File: src/rtl/core/stlb_pkg.sv
`timescale 1ns / 1ps

package stlb_pkg;

	// Table geometry
	localparam int TABLE_DEPTH = 4096;
	localparam int ADDR_W      = $clog2(TABLE_DEPTH);

	// Fixed field widths
	localparam int INDEX_W = 12;
	localparam int KEY_W   = 64;
	localparam int POS_W   = 13;

	localparam logic [ADDR_W-1:0] LAST_ADDR = ADDR_W'(TABLE_DEPTH - 1);

	// Operation codes
	localparam logic OP_LOAD  = 1'b0;
	localparam logic OP_QUERY = 1'b1;

	// Classified request passed from front to back
	typedef struct packed {
		logic              is_query;
		logic [ADDR_W-1:0] addr;
		logic [KEY_W-1:0]  data;
	} req_t;

	// Walk engine status seen by the top level
	typedef struct packed {
		logic              walking;
		logic              finishing;
		logic [ADDR_W-1:0] lo;
		logic [ADDR_W-1:0] hi;
	} status_t;

endpackage

File: src/rtl/core/stlb_front.sv
`timescale 1ns / 1ps

module stlb_front (
	input  logic                            clk,
	input  logic                            arst_n,
	input  logic                            push,
	output logic                            full,
	input  logic                            operation,
	input  logic [stlb_pkg::INDEX_W-1:0]    entry_index,
	input  logic [stlb_pkg::KEY_W-1:0]      entry_value,
	input  logic [stlb_pkg::KEY_W-1:0]      search_key,
	output logic                            req_valid,
	input  logic                            req_deq,
	output stlb_pkg::req_t                  req
);

	import stlb_pkg::*;

	req_t       slot_q [2];
	logic       wr_ptr_q;
	logic       rd_ptr_q;
	logic [1:0] count_q;

	logic accept;
	logic in_range;
	logic keep;
	req_t incoming;

	assign full      = (count_q == 2'd2);
	assign req_valid = (count_q != 2'd0);
	assign req       = slot_q[rd_ptr_q];
	assign accept    = push && !full;

	// Classify: a load outside the table is taken and dropped
	assign in_range = (32'(entry_index) < 32'(TABLE_DEPTH));
	assign keep     = (operation == OP_QUERY) || in_range;

	always_comb begin
		incoming.is_query = (operation == OP_QUERY);
		incoming.addr     = ADDR_W'(entry_index);
		incoming.data     = (operation == OP_QUERY) ? search_key : entry_value;
	end

	always_ff @(posedge clk) begin
		if (accept && keep) begin
			slot_q[wr_ptr_q] <= incoming;
		end
	end

	always_ff @(posedge clk or negedge arst_n) begin
		if (!arst_n) begin
			wr_ptr_q <= 1'b0;
			rd_ptr_q <= 1'b0;
			count_q  <= 2'd0;
		end else begin
			if (accept && keep) begin
				wr_ptr_q <= !wr_ptr_q;
			end
			if (req_deq) begin
				rd_ptr_q <= !rd_ptr_q;
			end
			case ({accept && keep, req_deq})
				2'b10:   count_q <= count_q + 2'd1;
				2'b01:   count_q <= count_q - 2'd1;
				default: count_q <= count_q;
			endcase
		end
	end

endmodule

File: config.mk
export PLATFORM = sky130hd
export DESIGN_NAME = stlb_front
export DESIGN_NICKNAME = d
export VERILOG_FILES = /design/src/rtl/core/stlb_pkg.sv /design/src/rtl/core/stlb_front.sv
export SDC_FILE = /design/constraint.sdc
export NUM_CORES = 1
export LEC_CHECK = 0
export BUFFER_PORTS_ARGS = -buffer_cell sky130_fd_sc_hd__buf_2
export CORE_MARGIN = 2
export CORE_UTILIZATION = 54
export CTS_CLUSTER_SIZE = 40
export DETAILED_ROUTE_END_ITERATION = 7
export GPL_ROUTABILITY_DRIVEN = 0
export MAX_ROUTING_LAYER = met4
export PLACE_DENSITY = 0.93
export SYNTH_ARGS = -nofsm -noshare
export SYNTH_HDL_FRONTEND = slang
export SYNTH_SLANG_ARGS = --single-unit
File: constraint.sdc
create_clock -name clk -period 10.1 [get_ports clk]
set_input_delay 3.03 -clock clk [delete_from_list [all_inputs] [get_ports clk]]
set_output_delay 3.03 -clock clk [all_outputs]
set_load 0.02 [all_outputs]
==> results_dict.tcl, run 1 <==
set metrics [dict create \
    synth.area.mux_share_pct 25.2 \
    grt_overflow_total 0 \
    critical_path.cell_chain "mux2_2, buf_2" \
    pwr_density_cell_nw_per_um2 273 \
    die_area_um2 13100 \
    cts_sinks 158 \
    routed_length_per_instance_um 17.1 \
    clockRootBuffer "sky130_fd_sc_hd__clkbuf_16" \
    power.static_leakage_nw 3.29 \
    wl_met1_mm 4.74 \
    antenna_cells_inserted 0 \
    initial_utilization_pct 55.2 \
    worstSetupPathType "reg -> out" \
    worstPathMaxFanout 78 \
    cts-htree-levels 4 \
    transition_time_at_the_pin_with_the_least_slew_margin_ns 1.14 \
    design_power_total_mw 2.27 \
    cts_buffers 17 \
    fp.dieW_um 115 \
    period_share_pct 52.1 \
    setup-violations-final 0 \
    worst_clock_skew_ns 0.00791 \
    dp.cells 684 \
    clock_path_buffers 2 \
    placement.io_buffers 223 \
    drive_above_1_share_pct 68.8 \
    max_stage_delay_ns 1.17 \
    grt_util_overall_pct 19.5 \
    post-dp-hpwl_mm 8.14 \
    synthesis.area_um2 6600 \
    met2WireLength_mm 6.51 \
    most_frequently_used_flop_master_after_synthesis "sky130_fd_sc_hd__edfxtp_1" \
    netlist.area_leader.share_pct 70.1 \
    number_of_slew_limit_violations_in_the_final_report 0 \
    maxCapViolations 0 \
    cp_num_buf_inv 1 \
    clkLatencyLatePin_ns 0.41 \
    top_metal_used "met4" \
    synthTopCellsByCount "sky130_fd_sc_hd__edfxtp_1, sky130_fd_sc_hd__mux2_2, sky130_fd_sc_hd__mux2_4" \
    synth_compound_area_share_pct 0 \
    critical_path.slowest_cell "sky130_fd_sc_hd__dfrtp_4" \
    synth_cells 328 \
    cpLargestDelayFamily "flip-flops" \
    remaining_drc_errors 0 \
    min_period_ns 5.27 \
    clkSlewWorstSetupHoldPaths_ns 0.06 \
    synth.most_common_cell "sky130_fd_sc_hd__edfxtp_1" \
    drtPass1Iterations 4 \
    grt_pass1_wl_mm 18.3 \
    top_level_ports 224 \
    post_layout_nonfiller_instances 715 \
    ys_warn_count 0 \
    worst_setup_path_end_kind "output port" \
    initialDrtViolationCount 165 \
    holdCritPathClass "reg -> reg" \
    synth.avg_cell_area_um2 20.1 \
    areaGrowthSynthToFinish_pct 25.8 \
    antenna_found_initial 0 \
    fp-row-count 40 \
    cts_tree "yes" \
    routed-via-count 3714 \
    synth.area.top_cells "sky130_fd_sc_hd__edfxtp_1, sky130_fd_sc_hd__mux2_2, sky130_fd_sc_hd__mux2_4" \
    max_freq_mhz 190 \
    synth_fa_ha_area_share_pct 0.190 \
    fin_tns_setup_ns 0 \
    largest_voltage_drop_on_the_vdd_net_mv 0.258 \
    postSynthNetCount 474 \
    main_combinational_cell_family_by_area_after_synthesis "multiplexers" \
    core_region_area_um2 12000 \
    die_h_um 115 \
    postCtsSetupRepairBufs 0 \
    synth_simple_gate_area_share_pct 0.455 \
    seq_area_frac_synth_pct 71.6 \
    drt.antenna.violating_nets 0 \
    avgViaCountPerCell 5.19 \
    synth_enable_flop_cells 154 \
    slew_headroom_pct 24.0 \
    yosys.cell_types.count 16 \
    synth_xor_area_share_pct 0.664 \
    cp_data_required_time_ns 7.07 \
    route.final.wire_length_mm 12.2 \
    cp-start-kind "register" \
    met3_wl_post_dr_um 698 \
    synth_async_sr_flop_share_pct 2.53 \
    rsz0062_at_grt "no" \
    run_status "completed" \
    maximum_number_of_pins_on_one_net_before_global_route_repair 79 \
    nNetsFinal 702 \
    critical_path_arrival_ns 2.24 \
    via_count_of_the_first_global_routing_pass 3804 \
    cts_resized 0 \
    hold_viol_final 0 \
    postSynthRegisterBits 158 \
    cts.hold.buffers_added 0 \
    yosys.area.top_type "sky130_fd_sc_hd__edfxtp_1" \
]
-- per-stage QoR --
step	worst slack [ns]	hold WS [ns]	util (%)	instance area, um2
floorplan	3.25	0.457	-	6600
global placement	5.10	0.472	65.3	7810
detailed placement	5.01	0.511	65.3	7810
CTS	4.81	0.541	69.4	8300
global route	4.72	0.566	69.4	8300
finish	4.83	0.552	69.4	8300
-- path summary, 6_finish.rpt --
kind / slack, ns / end / start / depth (start not counted)
worst max register to register: 7.52 / slot_q[0][26]$_DFFE_PP_ / count_q[0]$_DFFE_PN0P_ / 4
worst min register to register: 0.55 / count_q[0]$_DFFE_PN0P_ / count_q[0]$_DFFE_PN0P_ / 1
worst min-delay path: 0.55 / count_q[0]$_DFFE_PN0P_ / count_q[0]$_DFFE_PN0P_ / 1
max in group asynchronous: 7.56 / rd_ptr_q$_DFFE_PN0P_ / arst_n / 1
min in group asynchronous: 2.41 / count_q[0]$_DFFE_PN0P_ / arst_n / 1
worst max-delay path: 4.83 / req[27] / rd_ptr_q$_DFFE_PN0P_ / 2
-- registers in the layout (all words and copies together) (netlist names) --
name / flops
count_q: 2
rd_ptr_q: 1
slot_q: 154
wr_ptr_q: 1
-- power breakdown --
group | switching [mW] | leakage [nW] | total (mW) | internal [mW]
clock network | 0.223 | 0.240 | 0.541 | 0.318
registers | 0.105 | 1.48 | 1.01 | 0.906
logic | 0.395 | 1.57 | 0.716 | 0.322
-- metal layers --
| layer | up-vias | track usage (%) |
|---|---|---|
| li1 | 1740 | - |
| met5 | - | - |
| met1 | 1801 | 20.8 |
| met4 | 0 | 9.59 |
| met2 | 151 | 33.8 |
| met3 | 22 | 4.92 |
-- placed cells by master, fill, tap and decap left out --
cell,count
sky130_fd_sc_hd__buf_2,223
sky130_fd_sc_hd__edfxtp_1,154
sky130_fd_sc_hd__mux2_2,121
sky130_fd_sc_hd__mux2_4,20
sky130_fd_sc_hd__clkbuf_16,17
sky130_fd_sc_hd__clkbuf_1,10
sky130_fd_sc_hd__xnor2_1,3
sky130_fd_sc_hd__clkinv_2,3
sky130_fd_sc_hd__dfrtp_1,3
sky130_fd_sc_hd__xor2_1,2
sky130_fd_sc_hd__buf_4,2
sky130_fd_sc_hd__nand2b_1,1
sky130_fd_sc_hd__inv_1,1
sky130_fd_sc_hd__or2_2,1
sky130_fd_sc_hd__nand2_1,1
sky130_fd_sc_hd__and3_4,1
sky130_fd_sc_hd__nor2_4,1
sky130_fd_sc_hd__nor2_1,1
sky130_fd_sc_hd__ha_1,1
sky130_fd_sc_hd__clkbuf_8,1
sky130_fd_sc_hd__dfrtp_4,1
-- layout make-up --
class	instances	area, um2
multi-input cells	153	1760
repair buffers	225	1130
clock inverters	3	15.0
inverters	1	3.75
clock buffers	28	477
well taps	147	184
fillers	768	3660
flip-flops and latches	158	4730
-- cells by family after synthesis --
group	count (synthesis)
flip-flops	158
XOR/XNOR	5
adder cells (fa/ha/maj)	1
AND/OR/NAND/NOR	6
buffers and inverters	17
multiplexers	141
No activity file was read; power rests on OpenSTA's default activity.
==> run 2: changes to the inputs <==
--- a/config.mk
+++ b/config.mk
@@ -7,12 +7,12 @@
 export LEC_CHECK = 0
 export BUFFER_PORTS_ARGS = -buffer_cell sky130_fd_sc_hd__buf_2
 export CORE_MARGIN = 2
-export CORE_UTILIZATION = 54
+export CORE_UTILIZATION = 45
 export CTS_CLUSTER_SIZE = 40
 export DETAILED_ROUTE_END_ITERATION = 7
 export GPL_ROUTABILITY_DRIVEN = 0
 export MAX_ROUTING_LAYER = met4
-export PLACE_DENSITY = 0.93
+export PLACE_DENSITY = 0.84
 export SYNTH_ARGS = -nofsm -noshare
 export SYNTH_HDL_FRONTEND = slang
 export SYNTH_SLANG_ARGS = --single-unit
==> constraint.sdc (replaced) <==
create_clock -name clk -period 4.8 [get_ports clk]
set_input_delay 1.44 -clock clk [delete_from_list [all_inputs] [get_ports clk]]
set_output_delay 1.44 -clock clk [all_outputs]
set_load 0.02 [all_outputs]
==> run 2 against run 1 <==
Net effect:
- via count grew 2.0%
- clock power grew to 2.8 times the previous value
- utilization down 10 points
- global-route usage down 2.7 points
- clock skew decreased by 0.0011 ns
- register-to-register slack worse by 4.7 ns
- clock-buffer cell count is 8 lower
- non-clock buffer count grew 2
- setup slack lost 3.3 ns
- routed wire length rose by 5.2%
- die area grew 19%
- critical path type unchanged
==> results_dict.tcl, run 2 (same netlist as run 1, synthesis figures left out) <==
set metrics [dict create \
    fp-row-count 44 \
    top_level_ports 224 \
    worstSetupPathType "reg -> out" \
    setup-violations-final 0 \
    areaGrowthSynthToFinish_pct 29.7 \
    rsz0062_at_grt "no" \
    power.static_leakage_nw 3.39 \
    post-dp-hpwl_mm 8.32 \
    multi_input_logic_area_um2 1760 \
    dp_worst_setup_slack_ns 1.84 \
    critical_path.slowest_cell "sky130_fd_sc_hd__dfrtp_4" \
    fin_tns_setup_ns 0 \
    transition_time_at_the_pin_with_the_least_slew_margin_ns 1.10 \
    hold_viol_final 0 \
    slew_headroom_pct 26.6 \
    route.final.wire_length_mm 12.9 \
    routed-via-count 3788 \
    pwr_density_cell_nw_per_um2 602 \
    mostFrequentLayoutCell "sky130_fd_sc_hd__buf_2" \
    drt.antenna.violating_nets 0 \
    drive_above_1_share_pct 70.8 \
    antenna_found_initial 0 \
    hold_ws_ns 0.507 \
    antenna_cells_inserted 0 \
    holdCritPathClass "reg -> reg" \
    grt_overflow_total 0 \
    finalCoreUtilization_pct 59.3 \
    grt_util_overall_pct 16.8 \
    regMostFlops "slot_q" \
    via_count_of_the_first_global_routing_pass 4211 \
    num-fill-cells 1108 \
    placed_cell_area_um2 7880 \
    cts-htree-levels 4 \
    min_period_ns 3.27 \
    initialDrtViolationCount 180 \
    avgViaCountPerCell 5.02 \
    max_freq_mhz 306 \
    dp.cells 723 \
    drtPass1Iterations 4 \
    critical_path_arrival_ns 1.83 \
    core_region_area_um2 14400 \
    nNetsFinal 704 \
    largest_register_ffs 154 \
    cp-start-kind "register" \
    maximum_number_of_pins_on_one_net_before_global_route_repair 79 \
    postCtsSetupRepairBufs 0 \
    placement.io_buffers 223 \
    worstPathMaxFanout 78 \
    maxCapViolations 0 \
    post_layout_nonfiller_instances 755 \
    clock_path_buffers 2 \
    worst_setup_path_end_kind "output port" \
    regArea_um2 4730 \
    regs_by_ff_count "slot_q: 154 flops, count_q: 2 flops" \
    grt_pass1_wl_mm 20.1 \
    design_power_total_mw 5.15 \
    die_h_um 125 \
    cts_resized 0 \
    clockRootBuffer "sky130_fd_sc_hd__clkbuf_16" \
    fp.dieW_um 125 \
    routed_length_per_instance_um 17.0 \
    cts_buffers 17 \
    period_share_pct 68.1 \
    max_stage_delay_ns 0.41 \
    cts_tree "yes" \
    remaining_drc_errors 0 \
    post-route-cell-area_um2 8550 \
    cp_data_required_time_ns 3.36 \
    cts.hold.buffers_added 0 \
    largest_voltage_drop_on_the_vdd_net_mv 0.723 \
    cts_sinks 158 \
    die_area_um2 15600 \
    worst_clock_skew_ns 0.00686 \
    clkLatencyLatePin_ns 0.41 \
    run_status "completed" \
    initial_utilization_pct 45.7 \
    post-route-worst-setup-slack_ns 1.53 \
    clkSlewWorstSetupHoldPaths_ns 0.06 \
    critical_path.cell_chain "buf_12, mux2_2, buf_2" \
    number_of_slew_limit_violations_in_the_final_report 0 \
    layout_common_cells "sky130_fd_sc_hd__buf_2, sky130_fd_sc_hd__edfxtp_1, sky130_fd_sc_hd__mux2_2" \
]
-- run 2: worst max-delay path, delay by kind of cell, from the launching register on --
kind | cells | cell delay, ns
flops | 1 | 0.41
mux | 1 | 0.40
buf+inv | 2 | 0.56
-- run 2: area by class of cell --
type | count | share of cell area [%]
repair buffers | 227 | 13.5
multi-input cells | 153 | 20.6
well taps | 184 | 2.69
clock buffers | 20 | 5.46
inverters | 1 | 0.0439
clock inverters | 12 | 2.40
flip-flops and latches | 158 | 55.3
-- run 2: layer usage --
layer | wire [um] | up-vias | share of wire [%] | global-route usage, %
met2 | 6860 | 131 | 53 | 30.1
met4 | 187 | 0 | 1.5 | 5.49
met1 | 5090 | 1889 | 40 | 18.3
met3 | 728 | 16 | 5.7 | 4.36
met5 | 0 | - | 0 | -
li1 | - | 1752 | - | -
-- run 2: where the power goes --
| part | internal [mW] | switching (mW) | leakage [nW] |
|---|---|---|---|
| clock network | 0.969 | 0.528 | 0.323 |
| logic | 0.685 | 0.978 | 1.59 |
| registers | 1.91 | 0.0834 | 1.48 |
-- run 2: final timing paths --
| check | start | end | slack (ns) | cells past startpoint |
|---|---|---|---|---|
| max in group asynchronous | arst_n | rd_ptr_q$_DFFE_PN0P_ | 3.84 | 1 |
| min | count_q[1]$_DFFE_PN0P_ | count_q[1]$_DFFE_PN0P_ | 0.51 | 1 |
| min in group asynchronous | arst_n | wr_ptr_q$_DFFE_PN0P_ | 0.82 | 1 |
| max reg2reg | count_q[0]$_DFFE_PN0P_ | slot_q[1][39]$_DFFE_PP_ | 2.81 | 2 |
| min reg2reg | count_q[1]$_DFFE_PN0P_ | count_q[1]$_DFFE_PN0P_ | 0.51 | 1 |
| max | rd_ptr_q$_DFFE_PN0P_ | req[30] | 1.53 | 3 |
